File: config.mk
export PLATFORM = sky130hd
export DESIGN_NAME = rid_ctrl
export DESIGN_NICKNAME = d
export VERILOG_FILES = /design/src/sv/rid_pkg.sv /design/src/sv/rid_ctrl.sv
export SDC_FILE = /design/constraint.sdc
export NUM_CORES = 1
export LEC_CHECK = 0
export ABC_CLOCK_PERIOD_IN_PS = 6700
export BUFFER_PORTS_ARGS = -buffer_cell sky130_fd_sc_hd__buf_2
export CAP_MARGIN = 20
export CORE_ASPECT_RATIO = 1.4
export CORE_UTILIZATION = 31
export DETAILED_ROUTE_END_ITERATION = 8
export PLACE_DENSITY = 0.6
export SLEW_MARGIN = 20
export SYNTH_ARGS = -nofsm -noshare
export SYNTH_HDL_FRONTEND = slang
export SYNTH_SLANG_ARGS = --single-unit
File: constraint.sdc
create_clock -name clk_i -period 6.7 [get_ports clk_i]
set_input_delay 2.01 -clock clk_i [delete_from_list [all_inputs] [get_ports clk_i]]
set_output_delay 2.01 -clock clk_i [all_outputs]
set_load 0.01 [all_outputs]
File: src/sv/rid_pkg.sv
// ----------------------------------------------------------------------------
// rid_pkg
// Shared types and constants of the ranking inversion distance block.
// ----------------------------------------------------------------------------
package rid_pkg;

  // Default sizes: longest ranking and number of table entries
  localparam int MAX_LENGTH_DEF = 64;
  localparam int ID_COUNT_DEF   = 1024;

  // Fixed field widths
  localparam int ID_W      = 10;
  localparam int COUNT_W   = 11;
  localparam int STATUS_W  = 3;
  localparam int COUNT_MAX = 2047;

  // Stream data widths, padded to whole bytes
  localparam int S_TDATA_W = 16;
  localparam int M_TDATA_W = 16;

  // Table entry tag: one mark per reference, the table is swept when it wraps
  localparam int EPOCH_W = 8;

  // Popcount tree: bits per group, groups per super group
  localparam int GROUP_W  = 8;
  localparam int SUPER_N  = 8;
  localparam int GCNT_W   = 4;
  localparam int SUPER_W  = 7;

  typedef enum logic [STATUS_W-1:0] {
    STAT_OK       = 3'd0,
    STAT_MISSING  = 3'd1,
    STAT_REPEAT   = 3'd2,
    STAT_LONG     = 3'd3,
    STAT_MISMATCH = 3'd4
  } status_e;

  typedef enum logic {
    S_SWEEP = 1'b0,
    S_RUN   = 1'b1
  } ctrl_state_e;

  // Per item event passed from the lookup stage to the count pipeline
  typedef struct packed {
    logic    valid;
    logic    clr;
    logic    emit;
    status_e status;
  } evt_t;

endpackage

File: src/sv/rid_ctrl.sv
// ----------------------------------------------------------------------------
// rid_ctrl
// Lookup stage: resolves each item against the table, keeps the reference and
// candidate state, writes first occurrences and sweeps the table when needed.
// ----------------------------------------------------------------------------
module rid_ctrl #(
  parameter int MAX_LENGTH = rid_pkg::MAX_LENGTH_DEF,
  parameter int ID_COUNT   = rid_pkg::ID_COUNT_DEF,
  parameter int ADDR_W     = $clog2(ID_COUNT),
  parameter int ENT_W      = rid_pkg::EPOCH_W + $clog2(MAX_LENGTH)
) (
  input  logic                    clk_i,
  input  logic                    rst_ni,
  input  logic                    s_tvalid_i,
  input  logic [rid_pkg::ID_W-1:0] s_id_i,
  input  logic                    s_ref_i,
  input  logic                    s_last_i,
  input  logic                    en_i,
  output logic                    s_tready_o,
  output logic                    tbl_we_o,
  output logic [ADDR_W-1:0]       tbl_waddr_o,
  output logic [ENT_W-1:0]        tbl_wdata_o,
  output logic                    tbl_re_o,
  output logic [ADDR_W-1:0]       tbl_raddr_o,
  input  logic [ENT_W-1:0]        tbl_rdata_i,
  output rid_pkg::evt_t           evt_o,
  output logic [MAX_LENGTH-1:0]   vec_o
);
  import rid_pkg::*;

  localparam int POS_W = $clog2(MAX_LENGTH);
  localparam int LEN_W = $clog2(MAX_LENGTH + 2);
  localparam logic [ADDR_W-1:0]  SWEEP_LAST = ADDR_W'(ID_COUNT - 1);
  localparam logic [EPOCH_W-1:0] EPOCH_TOP  = {EPOCH_W{1'b1}};
  localparam logic [LEN_W-1:0]   LEN_MAX    = LEN_W'(MAX_LENGTH);
  localparam logic [LEN_W-1:0]   LEN_OVER   = LEN_W'(MAX_LENGTH + 1);

  function automatic status_e set_err(status_e cur, status_e code);
    return (cur == STAT_OK) ? code : cur;
  endfunction

  ctrl_state_e            state_q, state_d;
  logic [ADDR_W-1:0]      sweep_q, sweep_d;
  logic [EPOCH_W-1:0]     epoch_q, epoch_d;
  logic                   ref_open_q, ref_open_d;
  logic [LEN_W-1:0]       ref_len_q, ref_len_d;
  logic [LEN_W-1:0]       cand_len_q, cand_len_d;
  status_e                err_q, err_d;
  logic [MAX_LENGTH-1:0]  seen_q, seen_d;

  // Item held in the lookup stage
  logic                   b_vld_q;
  logic [ID_W-1:0]        b_id_q;
  logic                   b_ref_q;
  logic                   b_last_q;

  // Last table write, for an item whose read overlapped it
  logic                   fwd_vld_q, fwd_vld_d;
  logic [ADDR_W-1:0]      fwd_addr_q, fwd_addr_d;
  logic [ENT_W-1:0]       fwd_data_q, fwd_data_d;

  logic                   ready;
  logic                   accept;
  logic                   need_wrap;
  logic [ADDR_W-1:0]      b_addr;
  logic                   in_range;
  logic [ENT_W-1:0]       ent;
  logic [EPOCH_W-1:0]     ent_ep;
  logic [POS_W-1:0]       ent_pos;
  logic                   hit;
  logic                   start;
  logic [EPOCH_W-1:0]     ep_new;
  logic [LEN_W-1:0]       len_base;
  logic [LEN_W-1:0]       cl_n;
  status_e                err_n;
  logic [MAX_LENGTH-1:0]  seen_n;

  assign b_addr    = ADDR_W'(b_id_q);
  assign in_range  = int'(b_id_q) < ID_COUNT;
  assign ent       = (fwd_vld_q && (fwd_addr_q == b_addr)) ? fwd_data_q : tbl_rdata_i;
  assign ent_ep    = ent[ENT_W-1:POS_W];
  assign ent_pos   = ent[POS_W-1:0];
  assign hit       = in_range && (ent_ep == epoch_q) && (epoch_q != '0);
  assign start     = !ref_open_q;
  assign need_wrap = b_vld_q && b_ref_q && start && (epoch_q == EPOCH_TOP);

  assign ready       = en_i && (state_q == S_RUN) && !need_wrap;
  assign accept      = s_tvalid_i && ready;
  assign s_tready_o  = ready;
  assign tbl_re_o    = accept;
  assign tbl_raddr_o = ADDR_W'(s_id_i);

  always_ff @(posedge clk_i or negedge rst_ni) begin
    if (!rst_ni) begin
      state_q    <= S_SWEEP;
      sweep_q    <= '0;
      epoch_q    <= '0;
      ref_open_q <= 1'b0;
      ref_len_q  <= '0;
      cand_len_q <= '0;
      err_q      <= STAT_OK;
      seen_q     <= '0;
      b_vld_q    <= 1'b0;
      fwd_vld_q  <= 1'b0;
    end else begin
      state_q    <= state_d;
      sweep_q    <= sweep_d;
      epoch_q    <= epoch_d;
      ref_open_q <= ref_open_d;
      ref_len_q  <= ref_len_d;
      cand_len_q <= cand_len_d;
      err_q      <= err_d;
      seen_q     <= seen_d;
      fwd_vld_q  <= fwd_vld_d;
      if (ready) begin
        b_vld_q <= accept;
      end
    end
  end

  always_ff @(posedge clk_i) begin
    if (accept) begin
      b_id_q   <= s_id_i;
      b_ref_q  <= s_ref_i;
      b_last_q <= s_last_i;
    end
    fwd_addr_q <= fwd_addr_d;
    fwd_data_q <= fwd_data_d;
  end

  always_comb begin
    state_d     = state_q;
    sweep_d     = sweep_q;
    epoch_d     = epoch_q;
    ref_open_d  = ref_open_q;
    ref_len_d   = ref_len_q;
    cand_len_d  = cand_len_q;
    err_d       = err_q;
    seen_d      = seen_q;
    fwd_vld_d   = fwd_vld_q;
    fwd_addr_d  = fwd_addr_q;
    fwd_data_d  = fwd_data_q;
    tbl_we_o    = 1'b0;
    tbl_waddr_o = b_addr;
    tbl_wdata_o = '0;
    evt_o       = '0;
    vec_o       = '0;
    ep_new      = epoch_q;
    len_base    = ref_len_q;
    cl_n        = cand_len_q;
    err_n       = err_q;
    seen_n      = seen_q;

    unique case (state_q)
      S_SWEEP: begin
        tbl_we_o    = 1'b1;
        tbl_waddr_o = sweep_q;
        fwd_vld_d   = 1'b0;
        if (sweep_q == SWEEP_LAST) begin
          state_d = S_RUN;
          sweep_d = '0;
          epoch_d = '0;
        end else begin
          sweep_d = sweep_q + 1'b1;
        end
      end
      S_RUN: begin
        if (need_wrap) begin
          // hold the item until every tag is back to zero
          state_d = S_SWEEP;
        end else if (ready) begin
          fwd_vld_d = 1'b0;
          if (b_vld_q) begin
            evt_o.valid = 1'b1;
            if (b_ref_q) begin
              if (start) begin
                seen_d     = '0;
                cand_len_d = '0;
                err_d      = STAT_OK;
                evt_o.clr  = 1'b1;
                ep_new     = epoch_q + 1'b1;
                len_base   = '0;
              end
              if (len_base < LEN_MAX) begin
                // keep the first occurrence of an id
                if (in_range && (start || !hit)) begin
                  tbl_we_o    = 1'b1;
                  tbl_waddr_o = b_addr;
                  tbl_wdata_o = {ep_new, POS_W'(len_base)};
                  fwd_vld_d   = 1'b1;
                  fwd_addr_d  = b_addr;
                  fwd_data_d  = {ep_new, POS_W'(len_base)};
                end
                ref_len_d = len_base + 1'b1;
              end else begin
                ref_len_d = LEN_OVER;
              end
              epoch_d    = ep_new;
              ref_open_d = !b_last_q;
            end else begin
              ref_open_d = 1'b0;
              if (cand_len_q >= LEN_MAX) begin
                err_n = set_err(err_n, STAT_LONG);
              end else begin
                cl_n = cand_len_q + 1'b1;
                if (!hit) begin
                  err_n = set_err(err_n, STAT_MISSING);
                end else if (seen_q[ent_pos]) begin
                  err_n = set_err(err_n, STAT_REPEAT);
                end else begin
                  for (int q = 0; q < MAX_LENGTH; q++) begin
                    vec_o[q] = seen_q[q] && (q > int'(ent_pos));
                  end
                  seen_n[ent_pos] = 1'b1;
                end
              end
              if (b_last_q) begin
                if (ref_len_q > LEN_MAX) begin
                  err_n = set_err(err_n, STAT_LONG);
                end
                if (ref_len_q != cl_n) begin
                  err_n = set_err(err_n, STAT_MISMATCH);
                end
                evt_o.emit   = 1'b1;
                evt_o.status = err_n;
                seen_d       = '0;
                cand_len_d   = '0;
                err_d        = STAT_OK;
              end else begin
                seen_d     = seen_n;
                cand_len_d = cl_n;
                err_d      = err_n;
              end
            end
          end
        end
      end
    endcase
  end

  a_accept_run : assert property (@(posedge clk_i) disable iff (!rst_ni)
    accept |-> (state_q == S_RUN))
    else $error("item accepted during table sweep");

  a_sweep_end : assert property (@(posedge clk_i) disable iff (!rst_ni)
    (state_q == S_SWEEP && sweep_q == SWEEP_LAST) |=> (state_q == S_RUN && epoch_q == '0))
    else $error("sweep did not end with tag zero");

  a_write_ref : assert property (@(posedge clk_i) disable iff (!rst_ni)
    (state_q == S_RUN && tbl_we_o) |-> (b_vld_q && b_ref_q && !need_wrap))
    else $error("table written by something other than a reference item");

  a_open_tag : assert property (@(posedge clk_i) disable iff (!rst_ni)
    ref_open_q |-> (epoch_q != '0))
    else $error("open reference carries tag zero");

endmodule

==> impl_metrics.csv, run 1 <==
group,metric,value,unit
floorplanning,die_x,149,um
final_layout,area_delta_synth_final,22.0,%
detailed_routing,wl,35.8,mm
timing,final_max_slew_viol_count,0,
logic_synthesis,synthTopCellsByArea,"dfrtp_1, edfxtp_1, a21oi_1",
critical_path,end_kind,"output pin",
place,dp_hpwl,26.5,mm
clock_network,htreeDepth,4,
critical_path,timing.rr.start,"b_addr[1]",
clock_network,numClockSinks,139,
global_route,grt_pass1_wl,54.5,mm
logic_synthesis,synth_top_area_share,27.4,%
logic_synthesis,synthesis.nets,1197,
final_layout,nFillCells,3050,
final_layout,seq_area,0.00366,mm2
critical_path,crit_start,"tbl_rdata_i[1]",
clock_network,cts_buffers,17,
power_and_ir_drop,p_per_area,177,mW/mm2
final_layout,multi_input_area,0.00510,mm2
detailed_routing,drt_first_pass_iters,5,
clock_network,max-clock-path-buffers,2,
floorplanning,core-area,0.0299,mm2
logic_synthesis,netlist.top_cell.by_area,"dfrtp_1",
timing,clock_skew,0.00865,ns
critical_path,crit_path_start_kind,"input port",
hold_path,hp-class,"reg -> reg",
global_route,grtUsageTotal,23.4,%
final_layout,nNetsFinal,1334,
power_and_ir_drop,leakagePower,5.06,nW
critical_path,rr_worst_depth,12,
place,dpl_worst_slack,-0.187,ns
timing,fmax,150,MHz
critical_path,r2r_end,"seen_q[40]",
clock_network,clk_latency,0.44,ns
timing,hold_viol,0,
floorplanning,die-area,0.0311,mm2
clock_network,root_buffer,"clkbuf_16",
floorplanning,start_util,31.5,%
final_layout,post-route-util,38.4,%
logic_synthesis,synthMuxAreaShare,3.79,%
run,maxCapViolCount,0,
power_and_ir_drop,fin_total_pwr,0.00203,W
timing,min_period,6.65,ns
run_status,status,"completed",
place,dp.cells,1653,
detailed_routing,drc,0,
logic_synthesis,syn-cell-area,0.00942,mm2
clock_network,clk_pin_slew,0.06,ns
logic_synthesis,synthCells,1161,
floorplanning,die_h,208,um
timing,slew_headroom,33.7,%
global_route,antenna_found_initial,3,
floorplanning,rows,75,
detailed_routing,wl_per_cell,21.1,um
critical_path,endpoint,"vec_o[37]",
final_layout,instances_no_fill,1697,
place,io_buffers,135,
logic_synthesis,synthArstFlopShare,74.1,%
clock_network,cts_tree,"done",
detailed_routing,viasPerCell,5.59,
critical_path,timing_worst_setup_path_type,"in -> out",
critical_path,required,4.69,ns
logic_synthesis,synthTopCellsByCount,"nand2_1, nor2_1, dfrtp_1",
logic_synthesis,synth_edf_count,36,
logic_synthesis,yosys_warnings,0,
detailed_routing,ant_nets,0,
detailed_routing,drtIter0Drc,839,
logic_synthesis,synth_adder_area_share,0.797,%
timing,fin_tns_setup,0,ns
logic_synthesis,yosysMostFrequentCell,"nand2_1",
critical_path,ff2ff_setup_slack,2.45,ns
logic_synthesis,synth-xor-area-share,3.53,%
critical_path,cp_max_fo,7,
place,gp_congestion,0.965,
floorplanning,io_pins,137,
detailed_routing,num_vias,9494,
power_and_ir_drop,ir_drop,0.159,mV
final_layout,drive_gt1_share,23.7,%
logic_synthesis,avgSynthCellArea,8.11,um2
global_route,grt_pass1_vias,9178,
logic_synthesis,yosysSeqAreaShare,38.8,%
critical_path,critPathArrivalTime,4.64,ns
logic_synthesis,synth_flop_cell,"dfrtp_1",
timing,fin_crit_sh,99.2,%
timing,finalSetupViolCount,0,
timing,layout_setup_ws,0.0518,ns
global_route,grt_max_degree,65,
logic_synthesis,synth-simple-area-share,27.7,%
global_route,overflow,0,
timing,worst_pin_slew,0.984,ns
logic_synthesis,synth_top_family_by_area,"simple AND/OR/NAND/NOR gates",
logic_synthesis,ys_ff_latch,139,
logic_synthesis,yosysUniqueCellTypes,75,
logic_synthesis,synth_compound_area_share,16.6,%
logic make-up after synthesis:
kind of cell / count (synthesis)
simple gates: 509
flops: 139
other cells: 1
buf+inv: 179
xor+xnor: 38
compound gates: 256
fa+ha+maj: 6
mux: 33
repair_timing:
action	in CTS	in global routing
resized for setup	8	20
setup endpoints to repair	43	64
gates cloned	0	3
setup buffers	1	7
pin swaps	2	11
hold buffers	0	0
cell type report:
type / instances / area share (%)
well taps: 385 / 4.19
multi-input cells: 844 / 44.4
inverters: 80 / 2.61
repair buffers: 216 / 11.9
clock buffers: 18 / 3.73
flip-flops and latches: 139 / 31.8
diodes: 1 / 0.0218
clock inverters: 14 / 1.37
report_power, final:
group | leakage [nW] | total (W) | switching (W) | internal (W)
clock network | 0.279 | 0.000970 | 0.000415 | 0.000555
logic | 3.35 | 0.000196 | 0.000135 | 0.0000614
registers | 1.43 | 0.000867 | 0 | 0.000867
total | 5.06 | 0.00203 | 0.000550 | 0.00148
state kept, by name (all words and copies together) (netlist names):
name and count:
seen_q 64, fwd_data_q 14, b_addr 10, fwd_addr_q 10, sweep_q 10, epoch_q 8, cand_len_q 7, ref_len_q 7
err_q 3, b_last_q 1, b_ref_q 1, b_vld_q 1, fwd_vld_q 1, ref_open_q 1, state_q 1
worst max-delay path, cell delays in order:
cell and delay [ns]:
buf_2 0.13, inv_1 0.05, a311oi_1 0.04, buf_4 0.19, or2_2 0.32, nor2_2 0.34
buf_4 0.22, nor2_1 0.08, nor3_1 0.44, o21ai_0 0.34, a211oi_1 0.30, buf_2 0.16
worst min-delay path by stage:
stage | start | to | slack (ns) | depth (start not counted)
floorplan | sweep_q[6] | sweep_q[6] | 0.45 | 1
global placement | sweep_q[6] | sweep_q[6] | 0.47 | 1
detailed placement | sweep_q[6] | sweep_q[6] | 0.48 | 1
CTS | sweep_q[6] | sweep_q[6] | 0.49 | 1
global route | sweep_q[6] | sweep_q[6] | 0.52 | 1
finish | sweep_q[6] | sweep_q[6] | 0.49 | 1
cell usage in the layout (no fill, tap or decap), drive strengths merged, types with 3 or more instances in the layout:
cell | synthesis | final
buf | 45 | 214
nand2 | 121 | 121
nor2 | 108 | 108
dfrtp | 103 | 103
a21oi | 101 | 101
inv | 80 | 86
nand3 | 85 | 85
nor3 | 66 | 66
o21ai | 65 | 65
edfxtp | 36 | 36
nand2b | 30 | 30
xnor2 | 27 | 27
nor4 | 22 | 22
clkbuf | 54 | 20
and3 | 19 | 19
mux2i | 18 | 18
a31oi | 18 | 18
mux2 | 15 | 16
or3 | 13 | 13
a2111oi | 13 | 13
xor2 | 11 | 11
o22ai | 9 | 9
and4 | 8 | 8
and2 | 7 | 7
o31ai | 7 | 7
nand4 | 6 | 6
a32oi | 6 | 6
ha | 6 | 6
or2 | 6 | 6
a211oi | 6 | 6
or4 | 5 | 5
o221ai | 5 | 5
nor2b | 4 | 4
nand4b | 3 | 3
a22oi | 3 | 3
clkinvlp | 0 | 3
clkinv | 0 | 3
layer usage:
| metal | global-route usage (%) | up-vias | wire (um) |
|---|---|---|---|
| met5 | 0 | - | 23 |
| met4 | 13.6 | 4 | 1910 |
| met3 | 4.41 | 111 | 2480 |
| met2 | 38.1 | 464 | 17200 |
| met1 | 28.6 | 4546 | 14200 |
| li1 | - | 4369 | - |
stage by stage:
step / instance area [um2] / hold WS (ns)
2_1_floorplan: 9420 / 0.455
3_3_place_gp: 10600 / 0.474
3_5_place_dp: 10600 / 0.476
4_1_cts: 11300 / 0.488
5_1_grt: 11500 / 0.523
6_report: 11500 / 0.490
Note: power is estimated with default switching activity, not from simulation.
==> run 2, diff against run 1 <==
CORE_UTILIZATION = 45   (was 31)
PLACE_DENSITY = 0.76   (was 0.6)
==> impl_metrics.csv, run 2 (same netlist as run 1, synthesis figures left out) <==
group,metric,value,unit
final_layout,top_regs,"seen_q (64), fwd_data_q (14)",
hold_path,hp-class,"reg -> reg",
clock_network,htreeDepth,4,
critical_path,crit_path_start_kind,"input port",
critical_path,cp_max_fo,11,
timing,min_period,6.70,ns
detailed_routing,wl_met1,12.8,mm
global_route,antenna_found_initial,3,
critical_path,critPathArrivalTime,4.69,ns
global_route,overflow,0,
floorplanning,start_util,46.0,%
timing,slew_headroom,37.4,%
final_layout,post-route-util,55.4,%
final_layout,drive_gt1_share,24.0,%
floorplanning,io_pins,137,
timing,fin_tns_setup,0,ns
floorplanning,core-area,0.0205,mm2
detailed_routing,dr_wl_met3,3.03,mm
clock_network,clk_latency,0.44,ns
final_layout,layout_commonest_cell,"buf_2",
hold_path,worstHoldStart,"sweep_q[6]",
detailed_routing,num_vias,9725,
timing,finalSetupViolCount,0,
final_layout,largest_reg_flops,64,
detailed_routing,drtIter0Drc,1146,
hold_path,whs_path_depth,1,
timing,hold_viol,0,
power_and_ir_drop,fin_total_pwr,0.00203,W
detailed_routing,wl,34.6,mm
critical_path,timing.rr.start,"b_addr[2]",
floorplanning,die_x,124,um
critical_path,ff2ff_setup_slack,2.30,ns
place,dpl_cell_area,0.0105,mm2
clock_network,cts_tree,"done",
clock_network,max-clock-path-buffers,2,
detailed_routing,viasPerCell,6.19,
run,maxCapViolCount,0,
detailed_routing,top_layer_used,"met5",
detailed_routing,ant_nets,0,
timing,fmax,149,MHz
timing,clock_skew,0.0117,ns
final_layout,nNetsFinal,1338,
place,dp_hpwl,24.5,mm
final_layout,area_delta_synth_final,20.6,%
timing,worst_pin_slew,0.929,ns
final_layout,stdcell_area,0.0114,mm2
global_route,grt_max_degree,67,
critical_path,end_kind,"output pin",
place,gp_congestion,1.05,
power_and_ir_drop,ir_drop,0.159,mV
global_route,grtUsageTotal,31.9,%
critical_path,required,4.69,ns
timing,rsz0062_at_grt,"yes",
floorplanning,die_h,173,um
floorplanning,die-area,0.0215,mm2
hold_path,hold_end,"sweep_q[6]",
critical_path,r2r_end,"seen_q[40]",
detailed_routing,dr_wl_met2,16.5,mm
critical_path,rr_worst_depth,13,
critical_path,slowest_delay,0.32,ns
final_layout,regMostFlops,"seen_q",
global_route,grt_pass1_wl,52.6,mm
timing,final_max_slew_viol_count,0,
power_and_ir_drop,leakagePower,5.11,nW
clock_network,root_buffer,"clkbuf_16",
critical_path,cp_common_cell,"buf_4",
critical_path,crit_chain,"buf_2 -> inv_1 -> a311oi_1 -> buf_4 -> or2_2 -> buf_4 -> a22oi_1 -> o21ai_1 -> a22oi_1 -> and4b_4 -> nand3_4 -> buf_4 -> clkbuf_16 -> nor3_1 -> buf_2",
global_route,grt_pass1_vias,9132,
critical_path,slowest_stage,"or2_2",
timing,fin_crit_sh,99.9,%
clock_network,cts_hold_buf,0,
run_status,status,"completed",
power_and_ir_drop,p_per_area,178,mW/mm2
detailed_routing,drc,0,
detailed_routing,drt_first_pass_iters,8,
clock_network,clk_pin_slew,0.07,ns
final_layout,mostFrequentLayoutCells,"buf_2, nand2_1, nor2_1, dfrtp_1, a21oi_1",
timing,holdWs,0.505,ns
floorplanning,rows,62,
critical_path,timing_worst_setup_path_type,"in -> out",
detailed_routing,wl_per_cell,22.0,um
clock_network,numClockSinks,139,
clock_network,cts_buffers,17,
place,io_buffers,135,
==> run 2: cell count changes in the layout (fill, tap and decap cells not counted), sizes merged <==
cell,before,now
bufinv,2,1
inv,86,90
clkbuf,20,21
mux2,16,15
buf,214,217
clkinv,3,2
clkinvlp,3,2
==> run 2: how the worst max path moves through the flow <==
stage          slack [ns]  depth (start not counted)   endpoint      startpoint
6_report            0.004                         15  vec_o[46]  tbl_rdata_i[1]
3_3_place_gp         0.04                         14  vec_o[53]  tbl_rdata_i[1]
2_1_floorplan        0.36                         11   vec_o[4]  tbl_rdata_i[0]
5_1_grt             -0.07                         12  vec_o[14]  tbl_rdata_i[0]
4_1_cts              0.03                         14  vec_o[28]  tbl_rdata_i[1]
3_5_place_dp        -0.05                         14  vec_o[28]  tbl_rdata_i[1]
==> run 2: repair_timing <==
| item | 4_1_cts | 5_1_grt |
|---|---|---|
| setup endpoints to repair | 2 | 61 |
| resized for setup | 1 | 31 |
| pin swaps | 0 | 8 |
| gates cloned | 0 | 4 |
| setup buffers | 0 | 10 |
==> run 2: critical path, delay by kind of cell <==
kind	cells	cell delay, ns
AO/OA/AOI/OAI	4	0.63
buffers and inverters	7	1.06
AND/OR/NAND/NOR	4	0.97
==> run 2: cell type report <==
cell class / instances / area, um2
Multi-Input combinational cell: 843 / 5060
Inverter: 80 / 300
Sequential cell: 139 / 3660
Fill cell: 1928 / 9120
Timing Repair Buffer: 221 / 1440
Clock inverter: 15 / 154
Tap cell: 256 / 320
Antenna cell: 1 / 2.50
Clock buffer: 17 / 425
==> run 2: power breakdown <==
part           leakage [nW]  total [W]  switching, W  internal, W
Combinational          3.39   0.000202      0.000136    0.0000654
Sequential             1.43   0.000867             0     0.000867
Clock                 0.282   0.000957      0.000431     0.000526
==> run 2: per-stage QoR <==
stage	std cells	setup slack, ns
after floorplan	1161	0.362
after global placement	1525	0.0417
after detailed placement	1525	-0.0485
after CTS	1557	0.0273
after global routing	1571	-0.0748
final	1572	0.00423
==> run 2: metal layers <==
metal	up-vias	global-route usage, %
met3	165	6.90
met2	621	51.6
met1	4563	38.5
met4	2	19.8
li1	4374	-
met5	-	0
==> run 3, diff against run 2 <==
ABC_CLOCK_PERIOD_IN_PS = 6000   (was 6700)
CORE_UTILIZATION = 53   (was 45)
PLACE_DENSITY = 0.89   (was 0.76)
clock period = 6 ns   (was 6.7 ns; I/O delays follow)
==> impl_metrics.csv, run 3 (same netlist as run 1, synthesis figures left out) <==
group,metric,value,unit
run_status,status,"completed",
detailed_routing,wl_per_cell,22.1,um
clock_network,max-clock-path-buffers,2,
global_route,grt_pass1_vias,9748,
final_layout,nNetsFinal,1350,
clock_network,cts_hold_buf,0,
floorplanning,start_util,54.1,%
clock_network,root_buffer,"clkbuf_16",
final_layout,post-route-util,67.3,%
floorplanning,core-area,0.0174,mm2
global_route,grtUsageTotal,39.1,%
timing,slew_headroom,47.7,%
floorplanning,io_pins,137,
place,dpl_worst_slack,-0.313,ns
clock_network,numClockSinks,139,
critical_path,end_kind,"output pin",
final_layout,mostFrequentLayoutCells,"buf_2, nand2_1, dfrtp_1",
critical_path,rr_worst_depth,12,
timing,fmax,167,MHz
run,maxCapViolCount,0,
final_layout,largest_reg_flops,64,
power_and_ir_drop,p_per_area,193,mW/mm2
detailed_routing,drc,0,
power_and_ir_drop,ir_drop,0.182,mV
detailed_routing,num_vias,10000,
hold_path,hold_end,"fwd_addr_q[8]",
timing,min_period,5.99,ns
final_layout,top_regs,"seen_q (64), fwd_data_q (14)",
critical_path,crit_path_start_kind,"input port",
detailed_routing,viasPerCell,6.41,
hold_path,hp-class,"reg -> reg",
global_route,overflow,0,
critical_path,ff2ff_setup_slack,1.90,ns
timing,fin_tns_setup,0,ns
critical_path,timing_worst_setup_path_type,"in -> out",
timing,clock_skew,0.0106,ns
power_and_ir_drop,fin_total_pwr,0.00226,W
timing,layout_setup_ws,0.00654,ns
critical_path,cp_max_fo,13,
timing,final_max_slew_viol_count,0,
final_layout,stdcell_area,0.0117,mm2
detailed_routing,drtIter0Drc,1419,
final_layout,area_delta_synth_final,24.3,%
floorplanning,die_h,160,um
final_layout,regMostFlops,"seen_q",
timing,rsz0062_at_grt,"yes",
final_layout,layout_commonest_cell,"buf_2",
critical_path,required,4.20,ns
global_route,grt_pass1_wl,54.0,mm
place,io_buffers,135,
hold_path,whs_path_depth,0,
detailed_routing,drt_first_pass_iters,6,
clock_network,cts_buffers,17,
timing,finalSetupViolCount,0,
place,gp_congestion,1.00,
place,dp_hpwl,24.0,mm
clock_network,clk_latency,0.44,ns
timing,worst_pin_slew,0.784,ns
floorplanning,die_x,115,um
critical_path,timing.rr.start,"b_addr[1]",
timing,hold_viol,0,
final_layout,drive_gt1_share,27.4,%
place,dpl_cell_area,0.0105,mm2
clock_network,htreeDepth,4,
global_route,grt_max_degree,67,
floorplanning,die-area,0.0183,mm2
critical_path,critPathArrivalTime,4.19,ns
critical_path,r2r_end,"seen_q[40]",
clock_network,cts_tree,"done",
clock_network,clk_pin_slew,0.06,ns
timing,fin_crit_sh,99.9,%
global_route,antenna_found_initial,1,
floorplanning,rows,57,
detailed_routing,wl,34.6,mm
hold_path,worstHoldStart,"b_addr[8]",
detailed_routing,ant_nets,0,
power_and_ir_drop,leakagePower,5.21,nW
==> run 3: cell types whose count changed in the layout (fill, tap and decap cells not counted), moves of 4 or more <==
cell,delta
buf_4,+11
buf_6,+6
inv_6,-4
clkbuf_16,-4
buf_2,-4
nor3_1,-6
==> run 3: through the flow <==
stage,hold slack [ns],std cells
finish,0.513,1565
global route,0.526,1563
CTS,0.507,1556
detailed placement,0.488,1516
global placement,0.478,1516
floorplan,0.455,1161
==> run 3: routing by layer <==
metal	global-route usage [%]	share of wire, %	vias to the layer above
li1	-	-	4400
met2	60.8	45	719
met5	0	0	-
met1	44.7	35	4700
met3	13.1	11	210
met4	28.3	8.7	0
==> run 3: worst max-delay path: stages <==
cell	delay (ns)
buf_6	0.11
buf_8	0.13
mux2_4	0.32
buf_12	0.15
mux2i_1	0.12
a221oi_2	0.28
o22ai_1	0.16
nor2_4	0.23
nand3_4	0.14
buf_12	0.18
nor4_1	0.33
buf_2	0.21
==> run 3: layout make-up <==
type                       instances  area (um2)
fill                            1449        5690
multi-input combinational        843        5330
sequential                       139        3660
timing repair buffer             233        1540
clock buffer                      19         443
inverter                          80         300
tap                              236         295
clock inverter                    13         136
antenna                            2        5.00
==> run 3: report_power, final <==
group	switching, W	internal, W	total, W
clock	0.000461	0.000593	0.00105
combinational	0.000153	0.0000814	0.000235
sequential	0	0.000968	0.000968
==> run 3: worst max-delay path by stage <==
stage                               from   endpoint  slack [ns]  depth (start not counted)
after floorplan           tbl_rdata_i[0]   vec_o[4]        0.08                         11
after global placement    tbl_rdata_i[0]  vec_o[53]       -0.24                         13
after detailed placement  tbl_rdata_i[0]  vec_o[55]       -0.31                         14
after CTS                 tbl_rdata_i[9]  vec_o[29]       -0.03                         13
after global routing      tbl_rdata_i[1]   vec_o[3]       -0.08                         14
final                     tbl_rdata_i[0]   vec_o[4]       0.007                         12
==> run 3: what timing repair did <==
item / CTS / global route
endpoints found under the setup margin: 66 / 66
pin swaps: 17 / 24
setup buffers: 6 / 7
cloned: 2 / 0
resized for setup: 46 / 53
